**src/sv/cfpu_pkg.sv**
```systemverilog
// Shared types, codes and character constants for the console frequency
// command parser. No dependencies.
package cfpu_pkg;

   localparam int unsigned CHAR_W  = 8;
   localparam int unsigned FREQ_W  = 32;
   localparam int unsigned CMD_W   = 3;
   localparam int unsigned VLEN_W  = 3;
   localparam int unsigned DCNT_W  = 4;
   localparam int unsigned MAC_W   = FREQ_W + 4;

   localparam logic [FREQ_W-1:0] BAND_LOW_RESET  = 32'd902000000;
   localparam logic [FREQ_W-1:0] BAND_HIGH_RESET = 32'd928000000;

   localparam logic [VLEN_W-1:0] VERB_LEN_WORD = 3'd4;
   localparam logic [VLEN_W-1:0] VERB_LEN_SAT  = 3'd5;
   localparam logic [DCNT_W-1:0] DIGITS_MAX    = 4'd10;
   localparam logic [DCNT_W-1:0] DIGITS_SAT    = 4'd11;

   // csr register indexes
   typedef enum logic [0:0] {
      REG_BAND_LOW  = 1'b0,
      REG_BAND_HIGH = 1'b1
   } reg_index_type;

   typedef enum logic [CMD_W-1:0] {
      CMD_EMPTY   = 3'd0,
      CMD_HELP    = 3'd1,
      CMD_SHOW    = 3'd2,
      CMD_SET     = 3'd3,
      CMD_BAD     = 3'd4,
      CMD_UNKNOWN = 3'd5
   } cmd_type;

   typedef enum logic [1:0] {
      PH_LEAD = 2'd0,
      PH_VERB = 2'd1,
      PH_GAP  = 2'd2,
      PH_ARG  = 2'd3
   } phase_type;

   typedef struct packed {
      phase_type          phase;
      logic [VLEN_W-1:0]  verb_len;
      logic               help_ok;
      logic               freq_ok;
      logic [DCNT_W-1:0]  digit_cnt;
      logic [FREQ_W-1:0]  accum;
      logic               arg_invalid;
      logic               space_after;
      logic               nul_seen;
   } line_state_type;

   localparam line_state_type LINE_CLEAR = '{
      phase:       PH_LEAD,
      verb_len:    '0,
      help_ok:     1'b1,
      freq_ok:     1'b1,
      digit_cnt:   '0,
      accum:       '0,
      arg_invalid: 1'b0,
      space_after: 1'b0,
      nul_seen:    1'b0
   };

   function automatic logic is_blank(input logic [CHAR_W-1:0] c);
      return (c == 8'h20) || (c == 8'h09) || (c == 8'h0D) || (c == 8'h0A);
   endfunction

   function automatic logic [CHAR_W-1:0] help_char(input logic [1:0] idx);
      logic [CHAR_W-1:0] r;
      case (idx)
         2'd0: r = "h";
         2'd1: r = "e";
         2'd2: r = "l";
         default: r = "p";
      endcase
      return r;
   endfunction

   function automatic logic [CHAR_W-1:0] freq_char(input logic [1:0] idx);
      logic [CHAR_W-1:0] r;
      case (idx)
         2'd0: r = "f";
         2'd1: r = "r";
         2'd2: r = "e";
         default: r = "q";
      endcase
      return r;
   endfunction

endpackage

```
**src/sv/cfpu_line_state.sv**
```systemverilog
// Per-line parse state: registers plus the one-character update.
// Depends on cfpu_pkg.
module cfpu_line_state (
   input  logic                    clock,
   input  logic                    reset,
   input  logic                    step_en,
   input  logic [7:0]              ch,
   input  logic                    last,
   output cfpu_pkg::line_state_type state_nx
);
   import cfpu_pkg::*;

   line_state_type    state_ff;
   line_state_type    state_in;
   line_state_type    nx;
   logic [MAC_W-1:0]  mac;
   logic              is_digit;
   logic [DCNT_W-1:0] dcnt_inc;

   // accum * 10 + digit
   assign mac = {1'b0, state_ff.accum, 3'b000} + {3'b000, state_ff.accum, 1'b0}
              + {{(MAC_W-4){1'b0}}, ch[3:0]};
   assign is_digit = (ch >= "0") && (ch <= "9");
   assign dcnt_inc = (state_ff.digit_cnt < DIGITS_SAT) ? state_ff.digit_cnt + 4'd1
                                                        : state_ff.digit_cnt;

   always_comb begin
      logic do_verb;
      logic do_arg;
      do_verb = 1'b0;
      do_arg  = 1'b0;
      nx      = state_ff;
      if (!state_ff.nul_seen) begin
         if (ch == 8'h00) begin
            nx.nul_seen = 1'b1;
         end else begin
            case (state_ff.phase)
               PH_LEAD: begin
                  if (!is_blank(ch)) begin
                     nx.phase = PH_VERB;
                     do_verb  = 1'b1;
                  end
               end
               PH_VERB: begin
                  if (is_blank(ch)) nx.phase = PH_GAP;
                  else do_verb = 1'b1;
               end
               PH_GAP: begin
                  if (!is_blank(ch)) begin
                     nx.phase = PH_ARG;
                     do_arg   = 1'b1;
                  end
               end
               default: do_arg = 1'b1;
            endcase
         end
      end

      if (do_verb) begin
         if (state_ff.verb_len < VERB_LEN_WORD) begin
            if (ch != help_char(state_ff.verb_len[1:0])) nx.help_ok = 1'b0;
            if (ch != freq_char(state_ff.verb_len[1:0])) nx.freq_ok = 1'b0;
         end
         if (state_ff.verb_len < VERB_LEN_SAT) nx.verb_len = state_ff.verb_len + 3'd1;
      end

      if (do_arg) begin
         if (is_blank(ch)) begin
            nx.space_after = 1'b1;
         end else if (state_ff.space_after || !is_digit) begin
            nx.arg_invalid = 1'b1;
         end else begin
            nx.digit_cnt = dcnt_inc;
            if (dcnt_inc > DIGITS_MAX) begin
               nx.arg_invalid = 1'b1;
            end else if (!state_ff.arg_invalid) begin
               if (mac[MAC_W-1:FREQ_W] != '0) nx.arg_invalid = 1'b1;
               else nx.accum = mac[FREQ_W-1:0];
            end
         end
      end
   end

   assign state_nx = nx;
   assign state_in = last ? LINE_CLEAR : nx;

   always_ff @(posedge clock) begin
      if (reset) begin
         state_ff <= LINE_CLEAR;
      end else if (step_en) begin
         state_ff <= state_in;
      end
   end

endmodule

```
**src/sv/cfpu_classify.sv**
```systemverilog
// Line classification from the final parse state and the band limits.
// Depends on cfpu_pkg.
module cfpu_classify (
   input  cfpu_pkg::line_state_type state,
   input  logic [31:0]              band_low,
   input  logic [31:0]              band_high,
   output cfpu_pkg::cmd_type        command,
   output logic [31:0]              freq_hz
);
   import cfpu_pkg::*;

   logic word_len;
   logic value_ok;

   assign word_len = (state.verb_len == VERB_LEN_WORD);
   assign value_ok = !state.arg_invalid && (state.digit_cnt != '0)
                   && (state.digit_cnt <= DIGITS_MAX)
                   && (state.accum >= band_low) && (state.accum <= band_high);

   always_comb begin
      command = CMD_UNKNOWN;
      freq_hz = '0;
      if (state.phase == PH_LEAD) begin
         command = CMD_EMPTY;
      end else if (word_len && state.help_ok) begin
         command = (state.phase == PH_ARG) ? CMD_UNKNOWN : CMD_HELP;
      end else if (word_len && state.freq_ok) begin
         if (state.phase != PH_ARG) begin
            command = CMD_SHOW;
         end else if (value_ok) begin
            command = CMD_SET;
            freq_hz = state.accum;
         end else begin
            command = CMD_BAD;
         end
      end
   end

endmodule

```
**src/sv/console_freq_command_parser_unit.sv**
```systemverilog
// Top level of the console frequency command parser: input register,
// line-state update, classification and result register.
// Depends on cfpu_pkg, cfpu_line_state, cfpu_classify.
//
//  port group | dir | payload                                | request taken when
//  req_*      | in  | tdata[7:0] ch, tlast end_of_line       | req_tvalid & req_tready
//  rsp_*      | out | tdata[2:0] command, [34:3] freq_hz     | rsp_tvalid & rsp_tready
//  csr_*      | in  | index 0 band_low_hz, 1 band_high_hz    | csr_we
//
// One character per cycle sustained, except while an end-of-line char stalls. A
// request is first held in the input register; the line-state update and (on end
// of line) classification then load the result register, which drives rsp_tvalid.
// Only an end-of-line character stalls, and only while a previous result is
// still held in the result register and not taken in that cycle; other
// characters keep flowing.
// Reset (synchronous) clears the line state and both valid flags and sets the band registers.
module console_freq_command_parser_unit (
   input  logic        clock,
   input  logic        reset,
   // request channel
   input  logic        req_tvalid,
   output logic        req_tready,
   input  logic [7:0]  req_tdata,   // [7:0] ch
   input  logic        req_tlast,   // end_of_line
   // response channel
   output logic        rsp_tvalid,
   input  logic        rsp_tready,
   output logic [39:0] rsp_tdata,   // [2:0] command, [34:3] freq_hz, [39:35] zero
   // register writes
   input  logic        csr_we,
   input  logic [0:0]  csr_index,
   input  logic [31:0] csr_wdata
);
   import cfpu_pkg::*;

   // input register
   logic              in_valid_ff;
   logic [CHAR_W-1:0] in_ch_ff;
   logic              in_last_ff;

   // band registers
   logic [FREQ_W-1:0] band_low_ff;
   logic [FREQ_W-1:0] band_high_ff;

   // result register
   logic              out_valid_ff;
   cmd_type           out_cmd_ff;
   logic [FREQ_W-1:0] out_freq_ff;

   logic              step_en;
   line_state_type    line_nx;
   cmd_type           cls_cmd;
   logic [FREQ_W-1:0] cls_freq;

   // A held end-of-line char waits only if the result slot is occupied and not being taken.
   assign step_en    = in_valid_ff && (!in_last_ff || !out_valid_ff || rsp_tready);
   assign req_tready = !in_valid_ff || step_en;

   always_ff @(posedge clock) begin
      if (reset) begin
         in_valid_ff <= 1'b0;
      end else if (req_tready) begin
         in_valid_ff <= req_tvalid;
      end
   end

   always_ff @(posedge clock) begin
      if (req_tready && req_tvalid) begin
         in_ch_ff   <= req_tdata;
         in_last_ff <= req_tlast;
      end
   end

   always_ff @(posedge clock) begin
      if (reset) begin
         band_low_ff  <= BAND_LOW_RESET;
         band_high_ff <= BAND_HIGH_RESET;
      end else if (csr_we) begin
         case (reg_index_type'(csr_index))
            REG_BAND_LOW:  band_low_ff  <= csr_wdata;
            REG_BAND_HIGH: band_high_ff <= csr_wdata;
            default: ;
         endcase
      end
   end

   cfpu_line_state u_line (
      .clock    (clock),
      .reset    (reset),
      .step_en  (step_en),
      .ch       (in_ch_ff),
      .last     (in_last_ff),
      .state_nx (line_nx)
   );

   cfpu_classify u_cls (
      .state     (line_nx),
      .band_low  (band_low_ff),
      .band_high (band_high_ff),
      .command   (cls_cmd),
      .freq_hz   (cls_freq)
   );

   always_ff @(posedge clock) begin
      if (reset) begin
         out_valid_ff <= 1'b0;
      end else if (step_en && in_last_ff) begin
         out_valid_ff <= 1'b1;
      end else if (rsp_tready) begin
         out_valid_ff <= 1'b0;
      end
   end

   always_ff @(posedge clock) begin
      if (step_en && in_last_ff) begin
         out_cmd_ff  <= cls_cmd;
         out_freq_ff <= cls_freq;
      end
   end

   assign rsp_tvalid = out_valid_ff;
   assign rsp_tdata  = {5'b00000, out_freq_ff, out_cmd_ff};

`ifndef SYNTHESIS
   a_eol_gives_result: assert property (@(posedge clock) disable iff (reset)
      step_en && in_last_ff |=> rsp_tvalid)
      else $error("end of line did not load a result");

   a_set_in_band: assert property (@(posedge clock) disable iff (reset)
      rsp_tvalid && (out_cmd_ff == CMD_SET) |->
         (out_freq_ff >= band_low_ff) && (out_freq_ff <= band_high_ff))
      else $error("set result outside band");

   a_freq_zero: assert property (@(posedge clock) disable iff (reset)
      rsp_tvalid && (out_cmd_ff != CMD_SET) |-> (out_freq_ff == '0))
      else $error("nonzero frequency on non-set result");

   a_eol_stall: assert property (@(posedge clock) disable iff (reset)
      in_valid_ff && in_last_ff && rsp_tvalid && !rsp_tready |-> !req_tready && !step_en)
      else $error("end of line advanced over a held result");

   a_cmd_range: assert property (@(posedge clock) disable iff (reset)
      rsp_tvalid && (out_cmd_ff == CMD_SET) |-> (out_freq_ff != '0) || (band_low_ff == '0))
      else $error("zero set frequency with nonzero band floor");
`endif

endmodule

```
**config.mk**
```make
export PLATFORM = sky130hd
export DESIGN_NAME = console_freq_command_parser_unit
export DESIGN_NICKNAME = d
export VERILOG_FILES = /design/src/sv/cfpu_pkg.sv /design/src/sv/cfpu_line_state.sv /design/src/sv/cfpu_classify.sv /design/src/sv/console_freq_command_parser_unit.sv
export SDC_FILE = /design/constraint.sdc
export NUM_CORES = 1
export LEC_CHECK = 0
export ABC_AREA = 1
export BUFFER_PORTS_ARGS = -buffer_cell sky130_fd_sc_hd__buf_2
export CORE_UTILIZATION = 35
export CTS_CLUSTER_SIZE = 14
export DETAILED_ROUTE_END_ITERATION = 16
export SKIP_CTS_REPAIR_TIMING = 1
export SYNTH_ARGS = -nofsm -noshare
export SYNTH_HDL_FRONTEND = slang
export SYNTH_HIERARCHICAL = 1
export SYNTH_SLANG_ARGS = --single-unit
```
**constraint.sdc**
```tcl
create_clock -name clock -period 4.8 [get_ports clock]
set_clock_uncertainty 0.15 [all_clocks]
set_input_delay 0.96 -clock clock [delete_from_list [all_inputs] [get_ports clock]]
set_output_delay 0.96 -clock clock [all_outputs]
set_load 0.01 [all_outputs]
```
### Word level (Yosys, flattened, before mapping)

Cells that the tools add are included.

* memories kept: 0
* output and inout port bits: 42
* register bits after elaboration: 156
* bits in latches: 0
* word-level logic and storage cells: 127
* ROM bits: 0
* bits in writable memories: 0
* bits of input ports: 47

* mux-type cells: 45
* add/sub/neg operators: 4
* eq/ne operators: 13
* multiply operators: 0
* reduce and logical (&&, ||, !) cells: 36
* shift-type cells: 0
* order comparisons: 9
* divide/modulo/power cells: 0
* bitwise operators: 3

Operators with widths (number)
* 32-bit two-way mux: 2
* 46-bit two-way mux: 1
* 38-bit two-way mux: 1
* 37-bit two-way mux: 1
* 35-bit by 33-bit adder with 36-bit output: 1
* 36-bit by 4-bit adder with 36-bit output: 1
* 36-bit two-way mux: 1
* 33-bit two-way mux: 1
* 32-bit greater-or-equal comparator: 1
* 32-bit less-or-equal comparator: 1
* 8-bit two-way mux: 4
* 5-bit case mux with 3 select lines: 2
* 8-bit by 4-bit equality test with 1-bit output, second input constant: 3
* 3-bit two-way mux: 6
* 1-bit two-way mux: 16
* 8-bit inequality test: 2
* 2-bit two-way mux: 6
* 1-bit logical AND: 10
* 8-bit by 6-bit equality test with 1-bit output, second input constant: 1
* 8-bit by 6-bit greater-or-equal comparator with 1-bit output, second input constant: 1
* 8-bit by 6-bit less-or-equal comparator with 1-bit output, second input constant: 1
* 8-bit logical NOT: 1
* 4-bit nonzero test: 2
* 1-bit logical OR: 7
* other kinds (22): 37

### Longest topological paths before layout

Gate-level depths: netlist of the first run.

* word-level depth: 18
* mapped depth: 35
* mapped depth without buffers: 35

### Hierarchy

The synthesis of the first run kept the hierarchy.

Modules (own cells, without submodules)
* cfpu_line_state: cells each 983, times used 1, area each 5657.9 um^2
* console_freq_command_parser_unit: cells each 348, times used 1, area each 3712.3 um^2
* cfpu_classify: cells each 365, times used 1, area each 2228.4 um^2

### Worst setup path before layout of the first run

OpenSTA, ideal clock, no wires.

* path kind: reg-to-reg
* from: reg in_ch_ff[3]
* to: reg out_freq_ff[10], data pin
* period minus slack after synthesis: 4352 ps
* data arrival time: 3950 ps
* slack: 448 ps
* buffers on the path: 2
* library setup time: 252 ps
* cell stages (with the launch flop): 30
* cell sequence: edfxtp_1 inv_1 fa_1 fa_1 inv_1 nand3_1 nand3_1 nand2_1 nand2_1 nand2_1 nand2_2 nand2_1 nand2_1 nand2_1 nand2_2 buf_2 nand4_1 nand2_1 inv_1 ha_1 nand2_1 nor2_1 nand2_1 nor3_2 nand2_1 nand2_1 nand2_1 nand3_4 buf_6 nor2_2

RTL lines
* start: declaration: line console_freq_command_parser_unit.sv:38 `logic [CHAR_W-1:0] in_ch_ff;`
* start signal: assignment: line console_freq_command_parser_unit.sv:69 `in_ch_ff <= req_tdata;`
* end signal: assignment: line console_freq_command_parser_unit.sv:117 `out_freq_ff <= cls_freq;`
* end: declaration: line console_freq_command_parser_unit.sv:48 `logic [FREQ_W-1:0] out_freq_ff;`

==> results.json, run 1 <==
{
  "grt_pass1_vias": 10055,
  "start_kind": "flip-flop",
  "via_per_inst": 4.80,
  "hold_slack_ns": 0.319,
  "end_kind": "flip-flop",
  "area_growth_pct": 21.5,
  "status": "finished clean",
  "setup_violations": 0,
  "synth_cell_type_count": 45,
  "initialDrtViolationCount": 756,
  "gr-total-overflow": 0,
  "coreArea_mm2": 0.0325,
  "cpMaxStageDelayCell": "fa_2",
  "fp.dieH_um": 184,
  "grt_pass1_wl_um": 50300,
  "async_flop_share_pct": 0,
  "place_ws_ns": -0.0243,
  "htreeDepth": 4,
  "synth_top_area_share_pct": 19.3,
  "utilization_pct": 43.3,
  "slew_headroom_pct": 28.2,
  "postLayoutCellArea_mm2": 0.0141,
  "start_util_pct": 35.6,
  "clock_latency_ns": 0.44,
  "grt_max_degree": 66,
  "synth_fa_ha_area_share_pct": 14.7,
  "synth_edf_count": 44,
  "drv_slew": 0,
  "worstPathArrival_ns": 4.82,
  "p_clk_share_pct": 45.0,
  "hold_violations": 0,
  "synth_top_family_by_area": "simple AND/OR/NAND/NOR gates",
  "ys_ff_latch": 156,
  "cp_data_required_time_ns": 4.94,
  "postRouteAntennaNets": 0,
  "crit_path_max_fanout": 7,
  "io_pins": 89,
  "cp_top_family": "simple AND/OR/NAND/NOR gates",
  "syn-instance-count": 1696,
  "p_int_mw": 2.32,
  "final_common_cell": "nand2_1",
  "post_dp_cell_area_mm2": 0.0127,
  "synth_seq_area_share_pct": 30.7,
  "num_antenna_cells": 0,
  "postLayoutSetupSlackWorst_ns": 0.116,
  "via_count": 10935,
  "fmax_mhz": 214,
  "rows": 66,
  "wl_per_cell_um": 14.3,
  "synth_top_cell_by_area": "dfxtp_1",
  "slowest_delay_ns": 0.46,
  "dieArea_mm2": 0.0339,
  "cap_violations": 0,
  "ys.flop_type": "dfxtp_1",
  "rsz0062_at_grt": "true",
  "synth-simple-area-share_pct": 32.8,
  "fin_nets": 2004,
  "seqPwrFrac_pct": 46.3,
  "ys_warn_count": 6,
  "synth-compound-area-share_pct": 8.74,
  "synth.cell_area_mm2": 0.0116,
  "grt_antenna_before_repair": 0,
  "synth_xor_area_share_pct": 1.66,
  "post-route-period-util_pct": 97.6,
  "numCtsBuffers": 17,
  "die_x_um": 184,
  "peakVddDrop_mv": 0.249,
  "p_per_area_mw_per_mm2": 220,
  "post-dp-hpwl_um": 24400,
  "wl_um": 32500,
  "tightest_slew_ns": 1.08,
  "port_buffers": 83,
  "track_usage_pct": 18.6,
  "crit_type": "flip-flop to flip-flop",
  "hold_path.class": "flip-flop to flip-flop",
  "cts_buffer_depth": 2,
  "leakage_nw": 6.90,
  "pwr-share-comb_pct": 8.7,
  "clkSinkCount": 156,
  "drtPass1Iterations": 6,
  "muxShareOfSynthArea_pct": 0,
  "cts_tree": "done",
  "switchingPower_uw": 776,
  "path_clk_slew_ns": 0.07,
  "min_period_ns": 4.68,
  "synth_area_leaders": "dfxtp_1, nand2_1, ha_1",
  "syn_area_per_cell_um2": 6.84,
  "drive_gt1_share_pct": 19.9,
  "mostFrequentLayoutCells": "nand2_1, inv_1, nor2_1",
  "drcViolationCount": 0,
  "crit_buf_inv": 4,
  "gp_congestion": 0.934,
  "sw_frac_of_total_pct": 25.1,
  "root_buffer": "clkbuf_16"
}
-- power by group through the flow --
stage / registers (mW) / logic, mW / clock network (mW)
5_1_grt: 1.44 / 0.305 / 1.48
2_1_floorplan: 1.46 / 0.168 / 0
6_report: 1.43 / 0.268 / 1.39
3_5_place_dp: 1.46 / 0.252 / 0
3_3_place_gp: 1.46 / 0.248 / 0
4_1_cts: 1.43 / 0.253 / 1.42
-- metal layers --
| layer | GRT usage [%] | part of all wire, % | vias up |
|---|---|---|---|
| met5 | 0 | 0 | - |
| met4 | 3.87 | 1.2 | 0 |
| met3 | 2.85 | 4.0 | 26 |
| met2 | 32.1 | 48 | 236 |
| met1 | 24.4 | 46 | 4995 |
| li1 | - | - | 5678 |
-- path summary, 6_finish.rpt --
kind / cells after the start / endpoint / start / slack (ns)
setup / recovery: 28 / out_cmd_ff[0] / in_ch_ff[3] / 0.12
hold / removal: 2 / band_low_ff[10] / band_low_ff[10] / 0.32
setup reg to reg: 28 / out_cmd_ff[0] / in_ch_ff[3] / 0.12
hold reg to reg: 2 / band_low_ff[10] / band_low_ff[10] / 0.32
-- tightest hold or removal path: stages, from the launching register on --
cell,delay (ns)
dfxtp_1,0.33
nand2_1,0.05
nand3_1,0.06
-- cells in the mapped netlist, types with 2 or more instances --
library cell	count
a21boi_0	2
a21o_1	2
a21oi_1	100
a21oi_2	3
a31oi_1	2
buf_2	18
buf_4	15
buf_6	9
clkbuf_1	14
dfxtp_1	112
edfxtp_1	44
fa_1	2
ha_1	133
inv_1	236
inv_2	14
nand2_1	499
nand2_2	9
nand3_1	99
nand3_4	2
nand3b_1	6
nand4_1	46
nor2_1	171
nor2_2	30
nor2_4	5
nor3_1	9
nor3_2	2
nor3b_1	2
nor4_1	2
o21a_1	4
o21ai_0	50
o21ai_1	14
o21bai_1	7
xnor2_1	11
xor2_1	11
-- flip-flops by register name, indices dropped and copies added, names as in the netlist --
signal / flops
out_freq_ff: 32
band_high_ff: 32
in_ch_ff: 8
out_cmd_ff: 3
in_last_ff: 1
band_low_ff: 32
in_valid_ff: 1
u_line/state_ff: 46
rsp_tvalid: 1
-- metrics by stage --
step	power [mW]	instances	setup TNS (ns)
6_report	3.10	2277	0
5_1_grt	3.22	2277	-2.38
4_1_cts	3.11	2258	-0.941
3_5_place_dp	1.71	2226	-0.110
3_3_place_gp	1.71	2226	0
2_1_floorplan	1.63	1700	0
-- layout make-up --
| type | instances | area, µm² |
|---|---|---|
| Tap cell | 442 | 553 |
| Clock inverter | 11 | 133 |
| Inverter | 251 | 943 |
| Timing Repair Buffer | 161 | 1180 |
| Fill cell | 3383 | 18400 |
| Clock buffer | 21 | 472 |
| Multi-Input combinational cell | 1235 | 7230 |
| Sequential cell | 156 | 3580 |
-- cell families (layout without fill, tap and decap cells) --
family / Yosys count / in the layout
AOI/OAI and AO/OA: 188 / 188
xor gates and xnor gates: 22 / 22
DFF: 156 / 156
other: 1 / 5
buffers and inverters: 309 / 444
and+or+nand+nor: 885 / 885
adders and majority gates: 135 / 135
(Power assumes the default switching activity.)
==> inputs of run 2 (changes only) <==
RECOVER_POWER = 100   (was default)
==> run 2 against run 1 <==
The flow now finishes with violations (capacitance limit, slew limit); first-iteration DRC count up 2.0%; global-route usage did not move; core utilization decreased by 0.18 points; via count grew 0.50%; sequential power is essentially flat; flip-flop and latch count did not move; clock power barely moved; setup slack improved by 0.0041 ns; non-clock buffer count did not move; routed wire length is essentially flat; design area down 0.42%; largest power group unchanged; die area unchanged.
==> results.json, run 2 (synthesis gave the netlist of run 1 again) <==
{
  "post-route-period-util_pct": 97.5,
  "slew_headroom_pct": -60.9,
  "via_per_inst": 4.83,
  "startpoint": "in_ch_ff[3]",
  "regMostFlops": "u_line/state_ff",
  "final_common_cell": "nand2_1",
  "crit_path_max_fanout": 7,
  "cpMaxStageDelayCell": "fa_2",
  "path_clk_slew_ns": 0.07,
  "status": "finished with violations",
  "p_per_area_mw_per_mm2": 220,
  "wl_um": 32600,
  "grt_pass1_wl_um": 50300,
  "port_buffers": 83,
  "htreeDepth": 4,
  "postRouteAntennaNets": 0,
  "drive_gt1_share_pct": 17.7,
  "fill_cells": 3405,
  "gr-total-overflow": 0,
  "die_x_um": 184,
  "rows": 66,
  "start_kind": "flip-flop",
  "power.total_mw": 3.09,
  "rsz0062_at_grt": "true",
  "postLayoutSetupSlackWorst_ns": 0.120,
  "track_usage_pct": 18.6,
  "cp_top_family": "simple AND/OR/NAND/NOR gates",
  "num_antenna_cells": 0,
  "clkSinkCount": 156,
  "grt_antenna_before_repair": 0,
  "numCtsBuffers": 17,
  "placed_cells": 2226,
  "crit_type": "flip-flop to flip-flop",
  "start_util_pct": 35.6,
  "violations": "capacitance limit, slew limit",
  "cts_tree": "done",
  "drv_slew": 132,
  "crit_buf_inv": 4,
  "slowest_delay_ns": 0.46,
  "io_pins": 89,
  "dieArea_mm2": 0.0339,
  "wl_per_cell_um": 14.3,
  "min_period_ns": 4.68,
  "fmax_mhz": 214,
  "hold_path.class": "flip-flop to flip-flop",
  "largest_register_ffs": 46,
  "peakVddDrop_mv": 0.250,
  "drcViolationCount": 0,
  "fp.dieH_um": 184,
  "clock_latency_ns": 0.44,
  "place_ws_ns": -0.0243,
  "gp_congestion": 0.934,
  "fin_nets": 2004,
  "hold_slack_ns": 0.319,
  "grt_pass1_vias": 10055,
  "cp_data_required_time_ns": 4.94,
  "post-dp-hpwl_um": 24400,
  "coreArea_mm2": 0.0325,
  "leakage_nw": 6.83,
  "holdCritStartpoint": "band_low_ff[10]",
  "area_growth_pct": 21.0,
  "root_buffer": "clkbuf_16",
  "r2r-start": "in_ch_ff[3]",
  "mostFrequentLayoutCells": "nand2_1, inv_1, nor2_1",
  "initialDrtViolationCount": 771,
  "setup_violations": 0,
  "cpMostUsedCell": "nand2_2",
  "cts_buffer_depth": 2,
  "end_kind": "flip-flop",
  "cap_violations": 3,
  "final_cells": 2277,
  "grt_max_degree": 66,
  "worstPathArrival_ns": 4.82,
  "tightest_slew_ns": 2.41,
  "via_count": 10990,
  "drtPass1Iterations": 5,
  "hold_violations": 0
}
-- run 2: changes by cell type in the layout (fill, tap and decap cells not counted), sizes merged --
cell and change:
clkbuf +40, buf -40
-- run 2: final timing paths --
check,to,slack [ns],cells past startpoint
min,band_low_ff[10],0.32,2
max reg2reg,out_cmd_ff[0],0.12,28
min reg2reg,band_low_ff[10],0.32,2
max,out_cmd_ff[0],0.12,28
-- run 2: layout make-up --
cell class / instances / area [µm²] / share of cell area (%)
Multi-Input combinational cell: 1235 / 7230 / 51.5
Sequential cell: 156 / 3580 / 25.5
Timing Repair Buffer: 161 / 1120 / 8.01
Inverter: 251 / 943 / 6.72
Tap cell: 442 / 553 / 3.94
Clock buffer: 21 / 472 / 3.36
Clock inverter: 11 / 133 / 0.945
-- run 2: through the flow --
| step | util [%] | TNS, ns | cell area (µm²) |
|---|---|---|---|
| floorplan | - | 0 | 11600 |
| global placement | 39.1 | 0 | 12700 |
| detailed placement | 39.1 | -0.110 | 12700 |
| CTS | 41.0 | -0.941 | 13300 |
| global route | 43.1 | -2.38 | 14000 |
| finish | 43.1 | 0 | 14000 |
-- run 2: report_power, final --
group	switching (mW)	internal, mW
clock network	0.577	0.818
logic	0.170	0.0932
registers	0.0290	1.41
total	0.775	2.32
-- run 2: tightest hold or removal path, stage by stage (launching register included) --
cell	delay, ns
dfxtp_1	0.33
nand2_1	0.05
nand3_1	0.06
-- run 2: layer usage --
metal  GRT usage, %  share of wire (%)  vias to the layer above
met2           32.1                 48                      233
met5              0                  0                        -
met3           2.85                3.9                       27
met1           24.4                 46                     5063
met4           3.87                1.2                        0
li1               -                  -                     5667
==> inputs of run 3 (changes only) <==
CORE_MARGIN = 2   (was default)
==> run 3 against run 2 <==
The run still ends with capacitance limit, slew limit left; routed wire length up 3.9%; power down 1.2%; critical endpoint is now out_freq_ff[21]; setup slack worse by 0.075 ns; critical path depth down 1; highest routed layer unchanged; clock power about the same.
==> results.json, run 3 (synthesis gave the netlist of run 1 again) <==
{
  "regMostFlops": "u_line/state_ff",
  "pwr-share-comb_pct": 8.7,
  "switchingPower_uw": 771,
  "gr-total-overflow": 0,
  "track_usage_pct": 18.7,
  "place_ws_ns": -0.0150,
  "hold_path.class": "flip-flop to flip-flop",
  "tightest_slew_ns": 2.26,
  "drv_slew": 240,
  "cts_buffer_depth": 2,
  "grt_antenna_before_repair": 0,
  "multi_input_area_mm2": 0.00735,
  "seq_area_mm2": 0.00358,
  "clkSinkCount": 156,
  "via_per_inst": 4.81,
  "leakage_nw": 6.86,
  "cp_data_required_time_ns": 4.95,
  "start_kind": "flip-flop",
  "peakVddDrop_mv": 0.254,
  "io_pins": 89,
  "p_clk_share_pct": 44.4,
  "wl_um": 33900,
  "seqPwrFrac_pct": 47.0,
  "area_growth_pct": 22.7,
  "start_util_pct": 35.6,
  "sw_frac_of_total_pct": 25.2,
  "coreArea_mm2": 0.0326,
  "rows": 66,
  "grt_pass1_wl_um": 51000,
  "status": "finished with violations",
  "cap_violations": 5,
  "fill_cells": 3361,
  "htreeDepth": 4,
  "wl_per_cell_um": 14.8,
  "worstPathArrival_ns": 4.90,
  "port_buffers": 83,
  "post-dp-hpwl_um": 24600,
  "fmax_mhz": 210,
  "violations": "capacitance limit, slew limit",
  "via_count": 10999,
  "fp.dieH_um": 186,
  "drtPass1Iterations": 5,
  "largest_register_ffs": 46,
  "min_period_ns": 4.75,
  "cts_tree": "done",
  "slew_headroom_pct": -50.6,
  "grt_pass1_vias": 10005,
  "mostFrequentLayoutCells": "nand2_1, inv_1, nor2_1",
  "drcViolationCount": 0,
  "final_common_cell": "nand2_1",
  "post-route-period-util_pct": 99.1,
  "numCtsBuffers": 17,
  "root_buffer": "clkbuf_16",
  "hold_violations": 0,
  "crit_type": "flip-flop to flip-flop",
  "initialDrtViolationCount": 762,
  "dieArea_mm2": 0.0346,
  "tns_ns": 0,
  "num_antenna_cells": 0,
  "gp_congestion": 0.872,
  "grt_max_degree": 66,
  "fin_nets": 2013,
  "end_kind": "flip-flop",
  "drive_gt1_share_pct": 19.2,
  "rsz0062_at_grt": "true",
  "clock_latency_ns": 0.45,
  "crit_path_max_fanout": 7,
  "setup_violations": 0,
  "p_int_mw": 2.28,
  "hold_slack_ns": 0.319,
  "die_x_um": 186,
  "postRouteAntennaNets": 0,
  "postLayoutSetupSlackWorst_ns": 0.0455,
  "path_clk_slew_ns": 0.06,
  "p_per_area_mw_per_mm2": 215
}
[run 3: area by class of cell]
cell class                      instances  area share, %
Clock buffer                           20           3.14
Multi-Input combinational cell       1235           51.6
Clock inverter                         12          0.958
Inverter                              251           6.63
Tap cell                              442           3.89
Sequential cell                       156           25.2
Timing Repair Buffer                  170           8.58
[run 3: critical path, stage by stage, from the launching register on]
cell,delay (ns)
dfxtp_2,0.35
ha_1,0.30
ha_1,0.39
nand2_2,0.14
inv_2,0.03
a21oi_1,0.17
nand2_1,0.11
a21oi_2,0.22
nand2_2,0.08
nand2_2,0.06
nand2_2,0.07
nor2_4,0.23
nand3_4,0.23
buf_12,0.22
nand2_4,0.06
nand2_4,0.07
ha_4,0.23
buf_4,0.13
a21oi_1,0.21
nor2_1,0.06
nor2_1,0.09
nand3_1,0.11
nor2_2,0.18
nand2_1,0.09
nand2_2,0.10
nand3_4,0.18
clkbuf_16,0.24
nor2_2,0.08
[run 3: per-stage QoR]
step                      total power, mW  area [µm²]  utilization, %  instances
after floorplan                      1.63       11600               -       1700
after global placement               1.71       12700            38.9       2222
after detailed placement             1.71       12700            38.9       2222
after CTS                            3.07       13300            40.7       2254
after global routing                 3.18       14200            43.6       2286
final                                3.05       14200            43.6       2286
[run 3: final timing paths]
kind                                           from               to  slack (ns)  cells after the start
worst min register to register      band_low_ff[17]  band_low_ff[17]        0.32                      2
worst min-delay path                band_low_ff[17]  band_low_ff[17]        0.32                      2
worst max register to register  u_line/state_ff[23]  out_freq_ff[21]        0.05                     27
worst max-delay path            u_line/state_ff[23]  out_freq_ff[21]        0.05                     27
[run 3: power groups by stage]
stage	logic (mW)	registers (mW)	clock network [mW]
2_1_floorplan	0.168	1.46	0
3_3_place_gp	0.245	1.46	0
3_5_place_dp	0.248	1.46	0
4_1_cts	0.250	1.43	1.39
5_1_grt	0.303	1.44	1.44
6_report	0.264	1.43	1.36
[run 3: metal layers]
| metal | share of wire (%) | vias up | track usage (%) |
|---|---|---|---|
| met3 | 4.1 | 36 | 2.99 |
| met5 | 0 | - | 0 |
| met1 | 47 | 5057 | 24.7 |
| li1 | - | 5683 | - |
| met4 | 1.8 | 0 | 4.94 |
| met2 | 47 | 223 | 31.4 |
